--- config.mk ---
export PLATFORM = sky130hd
export DESIGN_NAME = rvrm_sqrt_cell
export DESIGN_NICKNAME = d
export VERILOG_FILES = /design/src/hw/rtl/rvrm_sqrt_cell.sv
export SDC_FILE = /design/constraint.sdc
export NUM_CORES = 1
export LEC_CHECK = 0
export ABC_AREA = 0
export BUFFER_PORTS_ARGS = -buffer_cell sky130_fd_sc_hd__buf_2
export CAP_MARGIN = 20
export CORE_UTILIZATION = 50
export DETAILED_ROUTE_END_ITERATION = 10
export GPL_ROUTABILITY_DRIVEN = 1
export GPL_TIMING_DRIVEN = 0
export PLACE_DENSITY = 0.76
export SKIP_CTS_REPAIR_TIMING = 1
export SLEW_MARGIN = 20
export SYNTH_ARGS = -nofsm -noshare
export SYNTH_HDL_FRONTEND = slang
export SYNTH_SLANG_ARGS = --single-unit
--- constraint.sdc ---
create_clock -name clk -period 3.17 [get_ports clk]
set_input_delay 0.1585 -clock clk [delete_from_list [all_inputs] [get_ports clk]]
set_output_delay 0.1585 -clock clk [all_outputs]
set_load 0.005 [all_outputs]
--- src/hw/rtl/rvrm_sqrt_cell.sv ---
// One result bit of the pipelined integer square root.
`default_nettype none
module rvrm_sqrt_cell #(
	parameter int BIT = 0
) (
	input  wire logic        clk,
	input  wire logic        en,
	input  wire logic [63:0] rem_i,
	input  wire logic [31:0] root_i,
	output logic      [63:0] rem_s1,
	output logic      [31:0] root_s1
);

	logic [65:0] trial;

	// (root + 2^BIT)^2 - root^2
	assign trial = ({34'b0, root_i} << (BIT + 1)) + (66'd1 << (2 * BIT));

	always_ff @(posedge clk) begin
		if (en) begin
			if ({2'b0, rem_i} >= trial) begin
				rem_s1  <= rem_i - trial[63:0];
				root_s1 <= root_i | (32'd1 << BIT);
			end else begin
				rem_s1  <= rem_i;
				root_s1 <= root_i;
			end
		end
	end

endmodule
`default_nettype wire

==> summary.md <==
| Metric | Value |
|---|---|
| Finished Core Util | `65.1%` |
| Ratio of cells with drive above 1 in the final layout | `28.9%` |
| CP Data Required Time | `3270 ps` |
| CTS clk-pin slew, worst paths | `70 ps` |
| Number of global-route vias before repair | `5354` |
| Chip Width | `115 um` |
| Slew margin rel. | `42.1%` |
| Setup WS post-layout | `187 ps` |
| Gr busiest metal | `met2` |
| Post-route cell area | `0.00795 mm2` |
| Largest net degree at the start of global routing | `58` |
| Initial antenna violation count | `0` |
| WL final | `16800 um` |
| Post-synth EDFFs | `96` |
| CP bufs+invs | `3` |
| Cell count after synthesis | `638` |
| Worst path cell trace | `buf_2 > inv_1 > ha_1 > a21o_1 > a221oi_1 > o211ai_1 > nand4_1 > a21o_1 > o31a_1 > clkbuf_2 > nand4_1 > xnor2_1` |
| Vias | `5786` |
| Worst-Margin Slew | `861 ps` |
| Syn_nets | `770` |
| First-pass GRT wire length | `25400 um` |
| Nets | `984` |
| Kind of critical path | `input pin to flip-flop` |
| Slew Viols, Final | `0` |
| Clk root buf | `clkbuf_16` |
| Clk buf depth | `2` |
| Async SR Flop Fraction | `0%` |
| P per Cell Area | `446 mW/mm2` |
| Met3 GRT Util | `4.66%` |
| Die height | `115 um` |
| F_max | `0.335 GHz` |
| Placer Congestion | `0.949` |
| Hold Path Class | `input pin to flip-flop` |
| Placed cells | `1000` |
| Die footprint | `0.0132 mm2` |
| Crit-path max FO | `10` |
| Most common cell after layout, fill and taps aside | `buf_2` |
| Share of the synthesized area in the top cell type | `45.4%` |
| Num ports | `194` |
| Hold Crit Depth | `1` |
| Post-synthesis sequential element count | `96` |
| First-pass iteration count of the detailed router | `5` |
| Dpl hpwl | `12900 um` |
| Number of diodes | `0` |
| Period utilization | `94.1%` |
| DRC errors left | `0` |
| Synth Warn # | `0` |
| Synth top area cells | `edfxtp_1, ha_1, xnor2_1, a21oi_1, nor2_1` |
| Critical path capture point type | `flip-flop` |
| CTS tree | `built` |
| Starting Density | `52.0%` |
| Yosys cell types | `64` |
| Dpl cell area | `0.00755 mm2` |
| Clk sinks | `96` |
| Syn avg cell area | `9.95 um2` |
| Fin cells | `1025` |
| Worst hold margin | `0.375 ps` |
| CP delay by family, top | `compound AO/OA/AOI/OAI gates` |
| IO buf count | `193` |
| Peak VDD IR | `0.000255 V` |
| Grt total ovfl | `0` |
| Slowest cell on the critical path | `a221oi_1` |
| Floorplan core area | `0.0122 mm2` |
| DR WL/cell | `16.4 um` |
| Area leader, netlist | `edfxtp_1` |
| Total Power | `3.54 mW` |
| Lkg Pwr | `3.35 nW` |
| # rows | `40` |
| Startpoint types | `input pin` |
| Num CTS Buffers | `9` |
| Final setup TNS | `0 ps` |
| 1st-iter DRT viols | `529` |
| # fillers | `1020` |
| Post-DRT Antenna Nets | `0` |
| Final setup fails | `0` |
| Layout area overhead | `25.2%` |
| Avg Vias per Cell | `5.64` |
| Most frequent cells in the layout | `buf_2, edfxtp_1, a21oi_1, nor2_1, nand2_1` |
| WP depth | `12` |
| Max-cap violation count | `0` |
| Main synth FF type | `edfxtp_1` |
| Fin. Hold Viols | `0` |
| RSZ-0062 raised after global routing | `no` |
| Post-synthesis cell area | `0.00635 mm2` |
| Met1 Track Usage GR | `33.3%` |
| Run status | `finished clean` |
| Post-synthesis sequential area ratio | `45.4%` |
| Global routing usage on met2 | `41.3%` |
| Pre-CTS setup slack | `-230 ps` |
| Fin crit period | `2980 ps` |
| CTS H-tree lvls | `3` |
| Critical path arrival | `3090 ps` |
| Crit-path max cell delay | `450 ps` |
| Total GRT Usage | `25.0%` |
area by class of cell:
cell class / instances / area (um2) / share of cell area [%]
Timing Repair Buffer: 203 / 1090 / 13.7
Clock buffer: 10 / 229 / 2.88
Sequential cell: 96 / 2880 / 36.3
Buffer: 28 / 159 / 2.00
Clock inverter: 6 / 60.1 / 0.756
Tap cell: 168 / 210 / 2.65
Multi-Input combinational cell: 477 / 3180 / 40.0
Inverter: 37 / 139 / 1.75
synthesized netlist by cell type, types with 4 or more instances:
cell type / n
edfxtp_1: 96
xnor2_1: 43
inv_1: 37
or3_1: 8
clkbuf_1: 9
a221oi_1: 4
o21bai_1: 5
nor4_1: 9
o211ai_1: 11
a21o_1: 18
nand3_1: 21
xor2_1: 15
a211oi_1: 6
and3_1: 4
nand4_1: 20
a21oi_1: 63
nor3_1: 18
nor2_1: 61
or4_1: 7
o21ai_0: 18
ha_1: 33
buf_2: 12
buf_4: 4
nand2_1: 54
o21ai_1: 4
registers in the layout, indices dropped and copies added (netlist names):
register,cells
rem_s1,64
root_s1,32
path summary, 6_finish.rpt:
path,startpoint,to,slack (ps)
hold / removal,root_i[15],root_s1[15]$_DFFE_PP_,0.4
setup / recovery,root_i[0],rem_s1[53]$_DFFE_PP_,190
kinds of logic after synthesis:
group | share of synthesized area [%]
AND/OR/NAND/NOR | 17.7
AO/OA/AOI/OAI | 17.1
flip-flops | 45.4
buffers and inverters | 4.67
XOR/XNOR | 8.26
adder cells (fa/ha/maj) | 6.82
routing by layer:
layer | routed length, um | vias up
li1 | - | 2796
met2 | 7860 | 269
met3 | 1220 | 38
met4 | 343 | 0
met5 | 0 | -
met1 | 7420 | 2683
report_power, final:
part	total (mW)	switching, mW	internal [mW]
clock network	1.08	0.467	0.608
logic	0.864	0.486	0.378
registers	1.60	0.0330	1.57
total	3.54	0.987	2.56
Note: power is estimated with default switching activity, not from simulation.
