## config.mk

```make
export PLATFORM = sky130hd
export DESIGN_NAME = rvrm_div_cell
export DESIGN_NICKNAME = d
export VERILOG_FILES = /design/src/hw/rtl/rvrm_div_cell.sv
export SDC_FILE = /design/constraint.sdc
export NUM_CORES = 1
export LEC_CHECK = 0
export BUFFER_PORTS_ARGS = -buffer_cell sky130_fd_sc_hd__buf_2
export CORE_ASPECT_RATIO = 0.7
export CORE_MARGIN = 5
export CORE_UTILIZATION = 52
export CTS_BUF_LIST = sky130_fd_sc_hd__clkbuf_2
export CTS_CLUSTER_SIZE = 10
export DETAILED_ROUTE_END_ITERATION = 8
export PLACE_DENSITY = 0.87
export SETUP_SLACK_MARGIN = 0.05
export SLEW_MARGIN = 20
export SYNTH_ARGS = -nofsm -noshare
export SYNTH_HDL_FRONTEND = slang
export SYNTH_SLANG_ARGS = --single-unit
```

## constraint.sdc

```tcl
create_clock -name clk -period 3.9 [get_ports clk]
set_input_delay 0.195 -clock clk [delete_from_list [all_inputs] [get_ports clk]]
set_output_delay 0.195 -clock clk [all_outputs]
set_load 0.03 [all_outputs]
```

## src/hw/rtl/rvrm_div_cell.sv

```systemverilog
// One quotient bit of the pipelined restoring divider.
`default_nettype none
module rvrm_div_cell #(
	parameter int BIT = 0
) (
	input  wire logic        clk,
	input  wire logic        en,
	input  wire logic [61:0] rem_i,
	input  wire logic [30:0] quo_i,
	input  wire logic [31:0] den_i,
	output logic      [61:0] rem_s1,
	output logic      [30:0] quo_s1,
	output logic      [31:0] den_s1
);

	logic [62:0] dsh;

	assign dsh = {31'b0, den_i} << BIT;

	always_ff @(posedge clk) begin
		if (en) begin
			den_s1 <= den_i;
			if ({1'b0, rem_i} >= dsh) begin
				rem_s1 <= rem_i - dsh[61:0];
				quo_s1 <= quo_i | (31'd1 << BIT);
			end else begin
				rem_s1 <= rem_i;
				quo_s1 <= quo_i;
			end
		end
	end

endmodule
`default_nettype wire

```

==> results of run 1 <==
-- placed cells by master (no fill, tap or decap), types with 4 or more instances in the layout --
cell / synthesis / routed
inv_8: 0 / 4
dlygate4sd3_1: 0 / 135
o21bai_1: 5 / 5
xnor2_1: 20 / 20
inv_1: 40 / 40
buf_2: 5 / 250
inv_6: 0 / 5
nor2_1: 25 / 25
nand2b_1: 8 / 8
o21ai_2: 18 / 18
a21oi_1: 35 / 35
ha_1: 32 / 32
nand2_2: 20 / 20
o21ai_0: 30 / 30
nand3_1: 7 / 7
clkbuf_2: 2 / 18
nand2_1: 41 / 41
a31oi_1: 6 / 6
o211a_1: 4 / 4
buf_4: 0 / 4
xor2_1: 36 / 36
a21o_1: 8 / 8
and3_1: 11 / 11
or4_1: 6 / 6
or3_1: 8 / 8
edfxtp_1: 125 / 125
nand4_1: 9 / 9
nor3_1: 11 / 11
nor4_2: 10 / 10
o21a_1: 6 / 6
nor3_2: 6 / 6
-- area by class of cell --
type	count	share of cell area
antenna	2	0.000487
clock buffer	18	0.00877
clock inverter	14	0.0169
inverter	40	0.0146
multi-input combinational	425	0.306
sequential	125	0.365
tap	190	0.0231
timing repair buffer	393	0.264
-- metrics by stage --
stage	total power, W	util	cells	setup WS [ns]	area [um^2]
2_1_floorplan	0.00234	-	615	0.850	7230
3_5_place_dp	0.00267	0.626	1037	0.494	8630
5_1_grt	0.00385	0.746	1207	0.0552	10300
3_3_place_gp	0.00266	0.626	1037	0.610	8630
6_report	0.00370	0.746	1207	0.172	10300
4_1_cts	0.00368	0.743	1204	0.275	10200
-- state kept, by name, summed over array words and instances, names as in the netlist --
name    count
rem_s1     62
quo_s1     31
den_s1     32
-- final timing paths --
| check | end | slack (ns) | depth (start not counted) |
|---|---|---|---|
| setup / recovery | rem_s1[53] | 0.17 | 17 |
| hold / removal | quo_s1[3] | 0.09 | 1 |
-- cell usage after synthesis, drive strengths merged (2+ instances only) --
cell type,instances,share of area
a21boi,4,0.0042
a21oi,35,0.024
o211ai,3,0.0031
nand2b,8,0.0069
edfxtp,125,0.52
nor3,17,0.016
xnor2,20,0.024
and3,11,0.0095
or3,8,0.0069
o21ai,51,0.046
and4,2,0.0024
nor2b,3,0.0026
or2,2,0.0017
or4b,3,0.0042
or4,8,0.0093
ha,32,0.055
nor4b,5,0.013
mux2,3,0.0047
nor4,14,0.023
a31o,2,0.0024
buf,11,0.016
nand4bb,2,0.0031
nand3,7,0.0048
o21a,6,0.0062
nor3b,3,0.0031
o21bai,5,0.0052
nand2,61,0.039
xor2,36,0.044
and4bb,2,0.0035
o211a,4,0.0055
clkbuf,14,0.0076
a211oi,3,0.0031
o31ai,4,0.0055
nand4,9,0.0078
inv,40,0.021
a31oi,6,0.0052
a21o,8,0.0083
nor2,25,0.013
-- per-layer routing --
layer	GRT usage	share of wire
met5	0	0
met4	0.118	0.036
met3	0.0681	0.093
met2	0.465	0.49
met1	0.320	0.38
-- critical path, stage by stage --
cell	delay, ns
dlygate4sd3_1	0.53
buf_2	0.12
inv_1	0.07
ha_1	0.16
inv_1	0.07
fa_1	0.43
a211oi_1	0.30
o21ai_0	0.14
a31oi_1	0.18
buf_4	0.16
o21ai_0	0.16
o211a_1	0.32
o21ai_4	0.26
buf_12	0.23
nor4_2	0.08
xor2_1	0.17
dlygate4sd3_1	0.59
-- power groups by stage --
stage | Sequential [W] | Clock [W] | Combinational, W
6_report | 0.00168 | 0.000921 | 0.00110
5_1_grt | 0.00169 | 0.000988 | 0.00117
4_1_cts | 0.00167 | 0.000920 | 0.00108
3_5_place_dp | 0.00170 | 0 | 0.000969
3_3_place_gp | 0.00170 | 0 | 0.000957
2_1_floorplan | 0.00199 | 0 | 0.000346
-- kinds of logic after synthesis --
group	Yosys count	share of synthesized area
adder cells (fa/ha/maj)	33	0.0582
AO/OA/AOI/OAI	142	0.134
XOR/XNOR	56	0.0679
AND/OR/NAND/NOR	190	0.169
buffers and inverters	65	0.0448
multiplexers	4	0.00606
flip-flops	125	0.519
-- what timing repair did --
action                     CTS  global route
buffers inserted             0             0
hold endpoints to repair   125             0
setup endpoints to repair    0             2
hold buffers               135             0
==> metrics.txt, run 1 <==
Vias=6678; final net count=1162; I/O Buffers=251; Post-synth EDFFs=125; Fin Setup TNS=0 ns; register area share after synthesis=0.519; worst endpoint data arrival time=4.18 ns; Post-Syn Area=7230 um^2; fmax=268 MHz; clk buf depth=2; cell-internal power=0.00238 W; run status=finished, final reports clean; RSZ-0062 raised after global routing=no; fill count=900; grt ovf=0; Die Y=109 um; cts repair resizes=0; DRT iter0 DRCs=589; Final setup viols=0; Worst setup SP type=input port; Distinct cells, synth=66; H-tree Lvls=4; combinational share of power=0.297; number of max-cap violations=0; DR pass1 iterations=6; Die Wd=151 um; # DRC=0; share of layout cells above drive strength 1=0.357; Reg clk slew, reported paths=0.24 ns; largest net degree at the start of global routing=68; Sw Share=0.357; ys async rst share=0; syn nets=775; Seq pwr share=0.454; Worst Setup SP=rem_i[0]; sw power=0.00132 W; Pleak=4.34 nW; initial core utilization=0.524; hold crit path type=input port to flip-flop; Most used DFF post-synth=edfxtp_1; Root Driver=clkbuf_2; HP Start=en; VDD IR max=0.223 mV; initial antenna violation count=2; via density per instance=5.53; Slew Viols, Final=0; Total Wirelength=22.7 mm; Syn Inst Count=615; WP data required=4.36 ns; P&R area growth vs syn=42.2%; area of the multi-input gates=3150 um^2; first-pass GRT wire length=34.3 mm; total global-route track usage=0.269; slew at the pin closest to its max-slew limit=0.815 ns; Routability Congestion=0.900; # rows=36; worst hold margin=0.0878 ns; clock power share=0.249; Antenna Nets Post-Route=0; Crit. End Element=flip-flop; dpl hpwl=14.6 mm; wire per inst=18.8 um; cts bufs inserted=17; TritonCTS clock tree=done; worst-path fanout max=21; P per Cell Area=360 nW/um^2; Slew HR=0.457; die area=16400 um^2; fin crit share=0.956; Syn Area/Cell=11.7 um^2; IO Pins=252; Fin. Hold Viols=0; Worst Setup Path Type=input port to flip-flop; Yosys reg bits=125; register area=3750 um^2; YS warnings=0; core area=13800 um^2; final critical-path required period=3.73 ns; vias in the first global route=6704; CTS Sinks=125
Power figures use the tool's default switching activity.
==> run 2: changes to the inputs <==
--- a/config.mk
+++ b/config.mk
@@ -6,13 +6,14 @@
 export NUM_CORES = 1
 export LEC_CHECK = 0
 export BUFFER_PORTS_ARGS = -buffer_cell sky130_fd_sc_hd__buf_2
-export CORE_ASPECT_RATIO = 0.7
+export CELL_PAD_IN_SITES_DETAIL_PLACEMENT = 2
+export CELL_PAD_IN_SITES_GLOBAL_PLACEMENT = 2
 export CORE_MARGIN = 5
-export CORE_UTILIZATION = 52
+export CORE_UTILIZATION = 32
 export CTS_BUF_LIST = sky130_fd_sc_hd__clkbuf_2
 export CTS_CLUSTER_SIZE = 10
 export DETAILED_ROUTE_END_ITERATION = 8
-export PLACE_DENSITY = 0.87
+export PLACE_DENSITY = 0.86
 export SETUP_SLACK_MARGIN = 0.05
 export SLEW_MARGIN = 20
 export SYNTH_ARGS = -nofsm -noshare
==> metrics.txt, run 2 (synthesis gave the netlist of run 1 again) <==
dpl hpwl=19.6 mm (+34%); H-tree Lvls=4 (unchanged); Setup Buffers After CTS=0 (unchanged); Seq pwr share=0.443 (-0.011); run status=finished, final reports clean; Crit. End Element=flip-flop; final net count=1163 (+0.086%); Slew Viols, Final=0 (unchanged); number of flip-flops in the largest register=62 (unchanged); fill count=2359 (+160%); Pwr Total=0.00383 W (+3.4%); share of layout cells above drive strength 1=0.357 (+0.000633); RSZ-0062 raised after global routing=no; cell-internal power=0.00233 W (-2.0%); I/O Buffers=251 (unchanged); clock power share=0.253 (+0.004); Vias=6782 (+1.6%); core area=22400 um^2 (+63%); commonest non-fill, non-tap cell in the layout=buf_2; Antenna Nets Post-Route=0 (unchanged); Fin Setup TNS=0 ns (unchanged); Die Wd=160 um (+6.2%); TritonCTS clock tree=done; combinational share of power=0.304 (+0.007); CTS Sinks=125 (unchanged); number of max-cap violations=0 (unchanged); fmax=265 MHz (-1.3%); largest net degree at the start of global routing=110 (+62%); final critical-path required period=3.78 ns (+0.0509 ns); DP Worst Slack=0.303 ns (-0.191 ns); VDD IR max=0.155 mV (-30%); Crit path max-delay family=buffers and inverters; via density per instance=5.20 (-6.0%); P per Cell Area=368 nW/um^2 (+2.1%); CP max stage delay=0.61 ns (+0.02 ns); Die Y=160 um (+48%); # DRC=0 (unchanged); most frequent CP cell=dlygate4sd3_1; Worst setup SP type=input port; slew at the pin closest to its max-slew limit=1.08 ns (+0.262 ns); commonest non-fill, non-tap cells in the layout=buf_2 (250), dlygate4sd3_1 (136), edfxtp_1 (125); fin crit share=0.969 (+0.0130); wire per inst=24.2 um (+29%); Sw Share=0.391 (+0.0336); Total Wirelength=31.6 mm (+39%); biggest regs=rem_s1 (62), den_s1 (32), quo_s1 (31); CP Buf/Inv Count=5 (-2); initial core utilization=0.322 (-0.202); initial antenna violation count=4 (+2); final non-filler cell total=1304 (+8.0%); Top reg by flops=rem_s1; sw power=0.00150 W (+13%); first-pass GRT wire length=47.7 mm (+39%); Fin. Hold Viols=0 (unchanged); DR pass1 iterations=6 (unchanged); cts bufs inserted=17 (unchanged); total global-route track usage=0.241 (-0.0287); worst-path fanout max=4 (-81%); Max stage delay cell, worst path=or4b_1; worst endpoint data arrival time=4.37 ns (+0.19 ns); Routability Congestion=0.838 (-6.9%); WP data required=4.49 ns (+0.13 ns); Util after Layout=0.464 (-0.282); grt ovf=0 (unchanged); Slew HR=0.282 (-0.174); # rows=55 (+53%); P&R area growth vs syn=44.0%; Final setup viols=0 (unchanged); worst path cell trace=dlygate4sd3_1 -> buf_2 -> ha_1 -> inv_1 -> fa_1 -> a211oi_1 -> o21ai_0 -> a31oi_1 -> buf_4 -> a21boi_1 -> or4b_1 -> a21boi_2 -> nor4b_2 -> xor2_1 -> dlygate4sd3_1; Placed Cells=1132 (+9.2%); final worst slack=0.121 ns (-0.0509 ns); vias in the first global route=7737 (+15%); Reg clk slew, reported paths=0.32 ns (+0.08 ns); clk buf depth=2 (unchanged); IO Pins=252 (unchanged); Worst Setup Path Type=input port to flip-flop; hold crit path type=input port to flip-flop; die area=25700 um^2 (+57%); Root Driver=clkbuf_2; DRT iter0 DRCs=330 (-44%); Pleak=4.34 nW (about the same)
## run 2: area by class of cell
| type | instances | area (um^2) | area share |
|---|---|---|---|
| multi-input cells | 425 | 3150 | 0.303 |
| repair buffers | 394 | 2730 | 0.262 |
| diodes | 3 | 7.51 | 0.000721 |
| flip-flops and latches | 125 | 3750 | 0.361 |
| clock inverters | 15 | 170 | 0.0164 |
| inverters | 40 | 150 | 0.0144 |
| clock buffers | 17 | 85.1 | 0.00818 |
| well taps | 285 | 357 | 0.0343 |
## run 2: stage by stage
stage | hold slack [ns] | area [um^2]
after floorplan | 0.294 | 7230
after global placement | 0.372 | 8750
after detailed placement | 0.374 | 8750
after CTS | 0.0705 | 10400
after global routing | 0.0178 | 10400
final | 0.0119 | 10400
## run 2: metal layers
| metal | part of all wire | GRT usage |
|---|---|---|
| met2 | 0.54 | 0.451 |
| met1 | 0.38 | 0.263 |
| met5 | 0 | 0 |
| met3 | 0.043 | 0.0436 |
| met4 | 0.042 | 0.107 |
## run 2: final timing paths
path / depth (start not counted) / startpoint / end
max: 15 / den_i[0] / rem_s1[36]
min: 1 / en / rem_s1[53]
## run 2: power by group through the flow
stage	clock network, W	registers, W	logic, W
2_1_floorplan	0	0.00199	0.000346
3_3_place_gp	0	0.00170	0.000985
3_5_place_dp	0	0.00172	0.00101
4_1_cts	0.000945	0.00169	0.00113
5_1_grt	0.00105	0.00171	0.00123
6_report	0.000968	0.00169	0.00116
## run 2: timing repair
item / CTS / global route
gates resized for setup: 0 / 1
hold buffers: 136 / 0
endpoints found under the setup margin: 0 / 5
hold endpoints to repair: 125 / 0
==> run 3: changes to the inputs <==
==> constraint.sdc (replaced) <==
create_clock -name clk -period 3.9 [get_ports clk]
set_input_delay 0.975 -clock clk [delete_from_list [all_inputs] [get_ports clk]]
set_output_delay 0.975 -clock clk [all_outputs]
set_load 0.03 [all_outputs]
==> metrics.txt, run 3 (synthesis gave the netlist of run 1 again) <==
run status=finished, final reports clean; P&R area growth vs syn=29.4%; first-pass GRT wire length=41.8 mm (-12%); fill count=2418 (+2.5%); share of layout cells above drive strength 1=0.438 (+0.0803); fmax=283 MHz (+6.9%); Routability Congestion=0.875 (+4.4%); Reg clk slew, reported paths=0.25 ns (-0.07 ns); commonest non-fill, non-tap cells in the layout=buf_2 (250), edfxtp_1 (125), buf_4 (42); fin crit share=0.907 (-0.0622); WP data required=4.45 ns (-0.04 ns); RSZ-0062 raised after global routing=no; clk buf depth=2 (unchanged); VDD IR max=0.168 mV (+8.4%); Max stage delay cell, worst path=or4b_1; worst endpoint data arrival time=4.09 ns (-0.28 ns); # DRC=0 (unchanged); DR pass1 iterations=5 (-1); commonest non-fill, non-tap cell in the layout=buf_2; core area=22400 um^2 (unchanged); cts bufs inserted=17 (unchanged); Die Y=160 um (unchanged); CTS Sinks=125 (unchanged); initial core utilization=0.322 (unchanged); P per Cell Area=386 nW/um^2 (+5.1%); Die Wd=160 um (unchanged); Placed Cells=1174 (+3.7%); Crit. End Element=flip-flop; worst-path fanout max=4 (unchanged); Setup Buffers After CTS=0 (unchanged); grt ovf=0 (unchanged); # rows=55 (unchanged); Vias=6241 (-8.0%); I/O Buffers=251 (unchanged); final net count=1068 (-8.2%); Top reg by flops=rem_s1; cts repair resizes=0 (unchanged); total global-route track usage=0.209 (-0.0311); Slew Viols, Final=0 (unchanged); biggest regs=rem_s1 (62), den_s1 (32), quo_s1 (31); IO Pins=252 (unchanged); Slew HR=0.498 (+0.215); Total Wirelength=27.3 mm (-14%); Worst Setup Path Type=input port to flip-flop; dpl hpwl=21.9 mm (+12%); TritonCTS clock tree=done; slew at the pin closest to its max-slew limit=0.752 ns (-0.325 ns); CP max stage delay=0.55 ns (-0.06 ns); Hold Buf Count CTS=0 (-100%); final non-filler cell total=1209 (-7.3%); Root Driver=clkbuf_2; DRT iter0 DRCs=391 (+18%); H-tree Lvls=4 (unchanged); wire per inst=22.5 um (-7.0%); placed inst area=9110 um^2 (+4.0%); via density per instance=5.16 (-0.75%); Antenna Nets Post-Route=0 (unchanged); Fin. Hold Viols=0 (unchanged); die area=25700 um^2 (unchanged); number of max-cap violations=0 (unchanged); final critical-path required period=3.54 ns (-0.242 ns); Worst setup SP type=input port; hold crit path type=input port to flip-flop; Final Instance Area=9350 um^2 (-10%); largest net degree at the start of global routing=72 (-35%); vias in the first global route=7136 (-7.8%); CP Buf/Inv Count=4 (-1); Pleak=3.97 nW (-8.5%); Crit path max-delay family=compound AO/OA/AOI/OAI gates; initial antenna violation count=3 (-1); Final setup viols=0 (unchanged); number of flip-flops in the largest register=62 (unchanged); worst path cell trace=buf_2 -> inv_1 -> ha_1 -> inv_1 -> fa_1 -> a211oi_1 -> o21ai_0 -> a31oi_1 -> buf_4 -> a21boi_1 -> or4b_1 -> a21boi_1 -> nand4bb_1 -> xnor2_1
run 3: metal layers:
layer,track usage,vias to the layer above,part of all wire
li1,-,2882,-
met3,0.0488,50,0.046
met2,0.400,172,0.55
met5,0,-,0
met1,0.225,3137,0.38
met4,0.0712,0,0.028
run 3: worst paths after layout:
check / start / slack (ns) / cells after the start / to
min: quo_i[26] / 0.38 / 1 / quo_s1[26]
max: rem_i[0] / 0.36 / 14 / rem_s1[56]
run 3: final cells by class:
type	instances	area [um^2]	share of cell area
inverter	40	150	0.0161
clock inverter	15	151	0.0162
multi-input combinational	425	3150	0.337
sequential	125	3750	0.401
antenna	3	7.51	0.000803
timing repair buffer	299	1700	0.182
tap	285	357	0.0381
clock buffer	17	85.1	0.00910
run 3: stage by stage:
stage               utilization  hold WS [ns]  total power, W  TNS (ns)  setup WS (ns)
finish                    0.417         0.382         0.00361         0          0.364
global route              0.417         0.288         0.00380         0          0.265
CTS                       0.416         0.304         0.00366         0          0.405
detailed placement        0.406          1.15         0.00279    -11.95         -0.363
global placement          0.406          1.15         0.00273     -2.72         -0.194
floorplan                     -          1.07         0.00234         0         0.0695
run 3: power breakdown:
| part | switching [W] | internal (W) |
|---|---|---|
| logic | 0.000719 | 0.000355 |
| clock network | 0.000601 | 0.000254 |
| registers | 0.0000412 | 0.00164 |
| total | 0.00136 | 0.00225 |
